<file path="src/hw/rtl/jtpr_pkg.sv">
// Shared types, widths and register codes for the three-point relaxation block.
`default_nettype none
package jtpr_pkg;

	localparam int VAL_W       = 32;
	localparam int TOL_W       = 31;
	localparam int CNT_W       = 16;
	localparam int CFG_IDX_W   = 4;
	localparam int CFG_DATA_W  = 32;
	localparam int SUM_W       = 34;
	localparam int CHUNK_W     = 17;
	localparam int RECIP_W     = 33;
	localparam int PART_W      = CHUNK_W + RECIP_W;
	localparam int PROD_W      = 66;
	localparam int RECIP_SHIFT = 34;
	localparam int DIV_STEPS   = 2;
	localparam int STEP_W      = 1;

	typedef logic signed [VAL_W-1:0] val_t;
	typedef logic [TOL_W-1:0]        tol_t;
	typedef logic [CNT_W-1:0]        cnt_t;
	typedef logic [CFG_IDX_W-1:0]    cfg_idx_t;
	typedef logic [CFG_DATA_W-1:0]   cfg_data_t;
	typedef logic signed [SUM_W-1:0] sum_t;

	localparam cfg_idx_t REG_TOLERANCE = cfg_idx_t'(0);
	localparam cfg_idx_t REG_SWEEP_CAP = cfg_idx_t'(1);

	localparam tol_t TOL_RESET   = tol_t'(13107);
	localparam cnt_t SWEEP_LIMIT = cnt_t'(16'hFFFF);

	// One third scaled by 2^34, rounded up: exact for magnitudes below 2^33.
	localparam logic [RECIP_W-1:0] RECIP_3 = 33'h1_5555_5556;

endpackage
`default_nettype wire

</file>
<file path="src/hw/rtl/jacobi_three_point_relaxation_top.sv">
// Three-point Jacobi relaxation of a Q16.16 vector with a shared divide-by-three unit.
`default_nettype none
//
// Channel   Direction  Handshake             Word
// --------  ---------  --------------------  ------------------------------------------
// in        sink       in_valid / in_stall   current_value, old_value, last_element
// out       source     out_valid / out_stall result_value, sweeps_done, capped,
//                                            last_result
// cfg       sink       cfg_valid / cfg_ready cfg_index, cfg_data
//
// Sequence: loading accepts one word per cycle. Each sweep opens, reads each
// position in turn, updates each interior element and closes; the divide by
// three is a reciprocal multiply in two 17-bit passes on one shared multiplier,
// plus read, sum, sign, write and compare steps. Emission reads, loads and
// holds each word, waiting out any stall time.
// Reset: arst_n resets the sequencer, counters, flags and config registers;
// the element memory holds no reset value and is always written before read.
// Stalls: in_stall is high from the final word of a vector until the last result
// leaves; out_valid holds with a stable word until out_stall drops.
//
module jacobi_three_point_relaxation_top #(
	parameter int MAX_LENGTH = 64
) (
	input  wire logic                clk,
	input  wire logic                arst_n,

	input  wire logic                in_valid,
	output      logic                in_stall,
	input  wire jtpr_pkg::val_t      current_value,
	input  wire jtpr_pkg::val_t      old_value,
	input  wire logic                last_element,

	output      logic                out_valid,
	input  wire logic                out_stall,
	output      jtpr_pkg::val_t      result_value,
	output      jtpr_pkg::cnt_t      sweeps_done,
	output      logic                capped,
	output      logic                last_result,

	input  wire logic                cfg_valid,
	output      logic                cfg_ready,
	input  wire jtpr_pkg::cfg_idx_t  cfg_index,
	input  wire jtpr_pkg::cfg_data_t cfg_data
);
	import jtpr_pkg::*;

	localparam int AW = (MAX_LENGTH > 1) ? $clog2(MAX_LENGTH) : 1;
	localparam int IW = AW + 1;

	// Sequencer codes
	localparam logic [3:0] ST_LOAD     = 4'd0;
	localparam logic [3:0] ST_SW_START = 4'd1;
	localparam logic [3:0] ST_RD       = 4'd2;
	localparam logic [3:0] ST_LATCH    = 4'd3;
	localparam logic [3:0] ST_NEG      = 4'd4;
	localparam logic [3:0] ST_DIV      = 4'd5;
	localparam logic [3:0] ST_FIN      = 4'd6;
	localparam logic [3:0] ST_CMP      = 4'd7;
	localparam logic [3:0] ST_SW_END   = 4'd8;
	localparam logic [3:0] ST_OUT_RD   = 4'd9;
	localparam logic [3:0] ST_OUT_LD   = 4'd10;
	localparam logic [3:0] ST_OUT_HOLD = 4'd11;

	logic [3:0]       state_q;
	logic [AW-1:0]    pos_q;        // load position
	logic [AW-1:0]    last_idx_q;   // index of final element
	logic [AW-1:0]    idx_q;        // sweep / emission address
	val_t             old_first_q;  // boundary at position 0
	val_t             old_last_q;   // boundary at the final position
	val_t             prev_q;       // window: element left of the most recent one
	val_t             cent_q;       // window: most recent element
	sum_t             sum_q;
	logic [SUM_W-1:0] mag_q;        // dividend magnitude, consumed from the top
	logic [PROD_W-1:0] acc_q;       // magnitude times the scaled reciprocal
	logic             neg_q;
	logic [STEP_W-1:0] step_q;
	val_t             after_q;
	logic             over_q;
	cnt_t             cnt_q;
	logic             capped_q;
	tol_t             tol_q;
	cnt_t             cap_q;
	val_t             result_q;
	logic             out_valid_q;
	logic             last_q;

	// Element memory: one write port, one registered read port
	val_t             cur_mem [MAX_LENGTH];
	val_t             rdata_q;
	logic             mem_we;
	logic [AW-1:0]    mem_waddr;
	val_t             mem_wdata;

	logic             in_acc;
	logic             load_final;
	val_t             elem;
	sum_t             sum_next;
	logic [PART_W-1:0] part;
	logic [PROD_W-1:0] acc_next;
	val_t             quot;
	val_t             after;
	sum_t             change;
	sum_t             tol_pos;
	sum_t             tol_neg;
	cnt_t             cnt_next;
	cnt_t             limit;

	assign in_stall     = (state_q != ST_LOAD);
	assign in_acc       = in_valid && !in_stall;
	assign load_final   = last_element || (pos_q == AW'(MAX_LENGTH - 1));
	assign cfg_ready    = 1'b1;

	assign out_valid    = out_valid_q;
	assign result_value = result_q;
	assign sweeps_done  = cnt_q;
	assign capped       = capped_q;
	assign last_result  = last_q;

	// Ends take their loaded old value; interior positions use the current value.
	always_comb begin
		if (idx_q == '0) begin
			elem = old_first_q;
		end else if (idx_q == last_idx_q) begin
			elem = old_last_q;
		end else begin
			elem = rdata_q;
		end
	end

	assign sum_next = SUM_W'(cent_q) + SUM_W'(prev_q) + SUM_W'(elem);
	// Shared multiplier: one 17-bit slice of the magnitude per pass, high slice first
	assign part     = PART_W'(mag_q[SUM_W-1 -: CHUNK_W]) * PART_W'(RECIP_3);
	assign acc_next = (acc_q << CHUNK_W) + PROD_W'(part);
	assign quot     = val_t'(acc_q[PROD_W-1:RECIP_SHIFT]);
	assign after    = neg_q ? -quot : quot;
	assign change   = SUM_W'(prev_q) - SUM_W'(after_q);
	assign tol_pos  = sum_t'({{(SUM_W-TOL_W){1'b0}}, tol_q});
	assign tol_neg  = -tol_pos;
	assign cnt_next = (cnt_q != SWEEP_LIMIT) ? cnt_q + cnt_t'(1) : cnt_q;
	assign limit    = (cap_q != '0) ? cap_q : SWEEP_LIMIT;

	always_comb begin
		mem_we    = 1'b0;
		mem_waddr = pos_q;
		mem_wdata = current_value;
		if (in_acc) begin
			mem_we = 1'b1;
		end else if (state_q == ST_FIN) begin
			mem_we    = 1'b1;
			mem_waddr = idx_q - AW'(1);
			mem_wdata = after;
		end
	end

	always_ff @(posedge clk) begin
		if (mem_we) begin
			cur_mem[mem_waddr] <= mem_wdata;
		end
		rdata_q <= cur_mem[idx_q];
	end

	// Config registers
	always_ff @(posedge clk or negedge arst_n) begin
		if (!arst_n) begin
			tol_q <= TOL_RESET;
			cap_q <= '0;
		end else if (cfg_valid && cfg_ready) begin
			unique case (cfg_index)
				REG_TOLERANCE: tol_q <= cfg_data[TOL_W-1:0];
				REG_SWEEP_CAP: cap_q <= cfg_data[CNT_W-1:0];
				default: ;
			endcase
		end
	end

	// Datapath registers without reset
	always_ff @(posedge clk) begin
		if (in_acc) begin
			if (pos_q == '0) begin
				old_first_q <= old_value;
			end
			old_last_q <= old_value;
		end
		if (state_q == ST_LATCH) begin
			sum_q  <= sum_next;
			prev_q <= cent_q;
			cent_q <= elem;
		end
		if (state_q == ST_NEG) begin
			neg_q <= sum_q[SUM_W-1];
			mag_q <= sum_q[SUM_W-1] ? SUM_W'(-sum_q) : SUM_W'(sum_q);
			acc_q <= '0;
		end
		if (state_q == ST_DIV) begin
			mag_q <= mag_q << CHUNK_W;
			acc_q <= acc_next;
		end
		if (state_q == ST_FIN) begin
			after_q <= after;
		end
		if (state_q == ST_OUT_LD) begin
			result_q <= rdata_q;
			last_q   <= (idx_q == last_idx_q);
		end
	end

	// Sequencer
	always_ff @(posedge clk or negedge arst_n) begin
		if (!arst_n) begin
			state_q     <= ST_LOAD;
			pos_q       <= '0;
			last_idx_q  <= '0;
			idx_q       <= '0;
			step_q      <= '0;
			over_q      <= 1'b0;
			cnt_q       <= '0;
			capped_q    <= 1'b0;
			out_valid_q <= 1'b0;
		end else begin
			unique case (state_q)
				ST_LOAD: begin
					if (in_acc) begin
						if (load_final) begin
							last_idx_q <= pos_q;
							cnt_q      <= '0;
							state_q    <= ST_SW_START;
						end else begin
							pos_q <= pos_q + AW'(1);
						end
					end
				end
				ST_SW_START: begin
					idx_q  <= '0;
					over_q <= 1'b0;
					// no interior: the sweep changes nothing
					if ({1'b0, last_idx_q} < IW'(2)) begin
						state_q <= ST_SW_END;
					end else begin
						state_q <= ST_RD;
					end
				end
				ST_RD: begin
					state_q <= ST_LATCH;
				end
				ST_LATCH: begin
					if ({1'b0, idx_q} >= IW'(2)) begin
						state_q <= ST_NEG;
					end else begin
						idx_q   <= idx_q + AW'(1);
						state_q <= ST_RD;
					end
				end
				ST_NEG: begin
					step_q  <= '0;
					state_q <= ST_DIV;
				end
				ST_DIV: begin
					step_q <= step_q + STEP_W'(1);
					if (step_q == STEP_W'(DIV_STEPS - 1)) begin
						state_q <= ST_FIN;
					end
				end
				ST_FIN: begin
					state_q <= ST_CMP;
				end
				ST_CMP: begin
					if (change > tol_pos || change < tol_neg) begin
						over_q <= 1'b1;
					end
					if (idx_q == last_idx_q) begin
						state_q <= ST_SW_END;
					end else begin
						idx_q   <= idx_q + AW'(1);
						state_q <= ST_RD;
					end
				end
				ST_SW_END: begin
					cnt_q <= cnt_next;
					if (!over_q || cnt_next >= limit) begin
						capped_q <= over_q;
						idx_q    <= '0;
						state_q  <= ST_OUT_RD;
					end else begin
						state_q <= ST_SW_START;
					end
				end
				ST_OUT_RD: begin
					state_q <= ST_OUT_LD;
				end
				ST_OUT_LD: begin
					out_valid_q <= 1'b1;
					state_q     <= ST_OUT_HOLD;
				end
				ST_OUT_HOLD: begin
					// hold the word until the sink takes it
					if (!out_stall) begin
						out_valid_q <= 1'b0;
						if (idx_q == last_idx_q) begin
							pos_q   <= '0;
							state_q <= ST_LOAD;
						end else begin
							idx_q   <= idx_q + AW'(1);
							state_q <= ST_OUT_RD;
						end
					end
				end
				default: begin
					state_q <= ST_LOAD;
				end
			endcase
		end
	end

endmodule
`default_nettype wire
</file>
<file path="config.mk">
export PLATFORM = sky130hd
export DESIGN_NAME = jacobi_three_point_relaxation_top
export DESIGN_NICKNAME = d
export VERILOG_FILES = /design/src/hw/rtl/jtpr_pkg.sv /design/src/hw/rtl/jacobi_three_point_relaxation_top.sv
export SDC_FILE = /design/constraint.sdc
export NUM_CORES = 2
export LEC_CHECK = 0
export BUFFER_PORTS_ARGS = -buffer_cell sky130_fd_sc_hd__buf_2
export CORE_AREA = 2 2 639 641
export DETAILED_ROUTE_END_ITERATION = 10
export DIE_AREA = 0 0 641 643
export PLACE_DENSITY = 0.43
export SYNTH_ARGS = -nofsm -noshare
export SYNTH_HDL_FRONTEND = slang
export SYNTH_SLANG_ARGS = --single-unit
export TNS_END_PERCENT = 10
</file>
<file path="constraint.sdc">
create_clock -name clk -period 13.3 [get_ports clk]
set_input_delay 2.66 -clock clk [delete_from_list [all_inputs] [get_ports clk]]
set_output_delay 2.66 -clock clk [all_outputs]
set_load 0.01 [all_outputs]
</file>
==> results by group <==
Run status
  – Status: complete, no violations

Logic synthesis
  – Post-synth ARST share: approximately 3.6%
  – Net Count, Synth: approximately 6,600
  – Synthesized area per cell: approximately 18 um^2
  – Post-synth EDFFs: around 2,400
  – Sequential share of the synthesized area: between 60 and 70%
  – Yosys reg bits: roughly 2,500
  – Mapped Cells: between 5,000 and 6,000
  – Ys Warns: 0
  – Primary FF master, synth: edfxtp_1
  – Synthesized area: roughly 110,000 um^2
  – Yosys cell types: 77

Final layout
  – Layout net count: roughly 7,000
  – # fillers: roughly 39,000
  – Post-Layout Inst Area: about 130,000 um^2
  – Share of cells above drive strength 1: 23.6%
  – Finished Layout Cells: approximately 12,000
  – Layout area overhead: 16.4%

Drt
  – Iteration count of the initial detailed-routing pass: 5
  – Final ANT Viol Nets: 0
  – Detailed-route wire length: about 320,000 um
  – Drt first-iter violations: about 4,400
  – WL per Instance: 26.8 um
  – Routed vias/inst: around 4.7
  – Vias: 57,000
  – DRC viols: 0

GRT
  – Tot GR Track Use: between 10% and 20%
  – Initial antenna violation count: 33
  – Largest net degree at the start of global routing: between 100 and 150
  – First-pass GRT wire length: about 450,000 um
  – Global route total overflow: 0
  – Vias in the first global route: 59,500

Placed design
  – GP Congestion: around 0.81
  – Detailed Place HPWL: a little over 200,000 um
  – IO buf count: 156
  – Placed insts: ~11,000
  – Dpl cell area: about 120,000 um^2

Worst hold path
  – Worst min path class: reg -> reg
  – Hold depth: 0

Critical path
  – CP max FO: 11
  – Worst setup EP type: flop
  – Worst Path Required: around 14 ns
  – CP dominant cell by count: fa_1
  – Largest stage delay, worst path: 0.81 ns
  – Critical path class: reg -> reg
  – Crit path DAT: between 10 and 15 ns
  – R2R setup slack: ~2.8 ns
  – Slowest-stage cell, CP: a221oi_1
  – Worst R2R End: acc_q[55]$_SDFFCE_PN0P_
  – Worst setup endpoint: acc_q[55]$_SDFFCE_PN0P_
  – Worst Setup Start Kind: flop
  – CP startpoint: mag_q[19]$_DFFE_PP_
  – R2R cell count: 30
  – Reg-to-reg startpoint: mag_q[19]$_DFFE_PP_

Timing
  – Slew margin rel.: 17.1%
  – Final hold viol count: 0
  – Max Clk Rate: 95.2 MHz
  – Least-Margin Pin Slew: 1.24 ns
  – Setup TNS: 0 ns
  – Final period utilization: 79.0%
  – RSZ-0062 raised after global routing: no
  – Worst Skew: 0.0815 ns
  – Max-slew violations: 0
  – Tmin final: ~11 ns
  – Setup-failing EPs final: 0

Power and ir drop
  – Sequential Power Share: 30.9%
  – Power share of the clock group: about a quarter
  – Logic gate share of total power: 43.4%
  – Internal power: around 19 mW
  – Leak: just over 40 nW
  – Sw Share: between 30% and 40%
  – PwrDens: approximately 240 nW/um^2
  – VDD IR-drop max: roughly 0.48 mV
  – Switching pwr: between 10 and 15 mW

CTS
  – Clk sinks: 2,496
  – Post-cts resize count: 0
  – Htree depth: 5
  – Clk buf depth: 4
  – Postcts setup bufs: 0
  – Post-CTS Hold Fix Bufs: 0
  – CTS tree: built
  – CTS buffer count: 288
  – Worst skew pair latency: ~0.93 ns
  – CTS clock-pin slew for the worst setup and hold paths: 0.06 ns
  – Root Buffer: clkbuf_16

Floorplanning
  – Die height: between 600 and 700 um
  – Starting Density: between 20% and 30%
  – DIE WIDTH: ~640 um
  – Core area: just over 400,000 um^2
  – # IOs: 159
  – FP Rows: 234
  – Die area: 412,000 um^2

Flow run
  – Max Cap Viol: 0
==> stage by stage <==
stage               power (mW)  utilization [%]  setup WS [ns]  hold WS [ns]
floorplan                 19.0                -           4.92         0.408
global placement          22.8             29.0           2.79         0.437
detailed placement        22.8             29.0           2.78         0.439
CTS                       30.8             31.3           2.71         0.451
global route              32.5             31.3           2.02         0.453
finish                    30.5             31.3           2.79         0.445
==> state kept, by name, summed over array words and instances, names as in the netlist, 16 cells and up <==
signal and cells:
cur_mem 2048, prev_q 32, result_value 32, mag_q 34, sum_q 34, cent_q 32
after_q 32, rdata_q 32, acc_q 65, old_last_q 32, sweeps_done 16, tol_q 31
old_first_q 32, cap_q 16
==> synth_stat cells, drive strengths merged (7+ instances only) <==
| master | n | area share [%] |
|---|---|---|
| edfxtp | 2358 | 65 |
| mux4 | 672 | 14 |
| nor2 | 318 | 1.1 |
| ha | 316 | 3.6 |
| inv | 263 | 0.91 |
| nand2 | 236 | 0.82 |
| o21ai | 207 | 0.95 |
| clkbuf | 177 | 0.61 |
| a21oi | 176 | 0.81 |
| xnor2 | 165 | 1.3 |
| fa | 130 | 2.4 |
| a21o | 87 | 0.60 |
| dfrtp | 81 | 1.9 |
| xor2 | 68 | 0.55 |
| buf | 61 | 0.21 |
| nand3 | 54 | 0.25 |
| dfxtp | 49 | 0.90 |
| nor3 | 42 | 0.20 |
| mux2 | 37 | 0.39 |
| mux2i | 34 | 0.31 |
| nand4 | 33 | 0.19 |
| a211oi | 31 | 0.21 |
| and3 | 28 | 0.16 |
| nand2b | 28 | 0.16 |
| o31ai | 28 | 0.21 |
| a22o | 25 | 0.20 |
| or3 | 24 | 0.16 |
| a31oi | 23 | 0.13 |
| nor4 | 22 | 0.13 |
| nor2b | 20 | 0.11 |
| o21a | 15 | 0.10 |
| or4 | 15 | 0.11 |
| and4 | 14 | 0.11 |
| o21bai | 14 | 0.096 |
| o41ai | 14 | 0.12 |
| o211ai | 12 | 0.083 |
| o31a | 10 | 0.080 |
| or2 | 10 | 0.057 |
| a31o | 9 | 0.072 |
| and2 | 9 | 0.052 |
| dfstp | 8 | 0.19 |
| a2111oi | 7 | 0.056 |
| a211o | 7 | 0.056 |
| o22ai | 7 | 0.040 |
==> power groups by stage <==
stage / Sequential, mW / Clock (mW) / Combinational (mW)
4_1_cts: 9.45 / 8.06 / 13.3
2_1_floorplan: 9.41 / 0 / 9.59
3_5_place_dp: 9.61 / 0 / 13.2
6_report: 9.43 / 7.84 / 13.2
3_3_place_gp: 9.60 / 0 / 13.2
5_1_grt: 9.46 / 8.35 / 14.7
==> area by class of cell <==
class,instances,area [um^2],area share [%]
inverters,263,988,0.779
repair buffers,306,1980,1.56
diodes,13,32.5,0.0256
flip-flops and latches,2496,74000,58.4
well taps,5428,6790,5.35
clock inverters,142,1480,1.16
clock buffers,377,7770,6.12
multi-input cells,3002,33800,26.6
==> worst max-delay path, delay by kind of cell, from the launching register on <==
| family | cells | cell delay [ns] |
|---|---|---|
| buffers and inverters | 4 | 0.25 |
| XOR/XNOR | 1 | 0.18 |
| AND/OR/NAND/NOR | 5 | 0.78 |
| adder cells (fa/ha/maj) | 8 | 3.85 |
| AO/OA/AOI/OAI | 12 | 4.61 |
| flip-flops | 1 | 0.55 |
==> logic make-up (layout without fill, tap and decap cells) <==
group / after synthesis / in the layout / share of synthesized area [%]
DFF: 2496 / 2496 / 67.9
and+or+nand+nor: 866 / 866 / 3.70
muxes: 743 / 743 / 14.6
AOI/OAI and AO/OA: 713 / 713 / 4.16
buffers and inverters: 501 / 1088 / 1.73
adders and majority gates: 446 / 446 / 6.02
xor gates and xnor gates: 233 / 233 / 1.87
other: 1 / 14 / 0.00344
==> how the worst min path moves through the flow <==
stage                                    from                          to  slack [ns]
final                     rdata_q[25]$_DFF_P_  result_value[25]$_DFFE_PP_        0.44
after global routing      rdata_q[25]$_DFF_P_  result_value[25]$_DFFE_PP_        0.45
after floorplan            rdata_q[0]$_DFF_P_   result_value[0]$_DFFE_PP_        0.41
after global placement    cent_q[0]$_DFFE_PP_         prev_q[0]$_DFFE_PP_        0.44
after CTS                 rdata_q[25]$_DFF_P_  result_value[25]$_DFFE_PP_        0.45
after detailed placement  cent_q[0]$_DFFE_PP_         prev_q[0]$_DFFE_PP_        0.44
==> layout by cell type, fill, tap and decap left out, types with 145 or more instances in the layout <==
cell	n
edfxtp_1	2358
mux4_2	672
ha_1	316
clkbuf_16	294
inv_1	261
nand2_1	234
nor2_1	231
o21ai_0	189
a21oi_1	176
xnor2_1	165
buf_2	155
buf_4	145
==> routing by layer <==
layer | GRT usage, % | up-vias | part of all wire [%] | wire length, um
met1 | 19.7 | 30700 | 42 | 135000
met2 | 27.6 | 1168 | 52 | 166000
li1 | - | 24800 | - | -
met4 | 3.86 | 0 | 2.8 | 9040
met5 | 0 | - | 0 | 0
met3 | 1.84 | 411 | 3.6 | 11700
(Power assumes the default switching activity.)
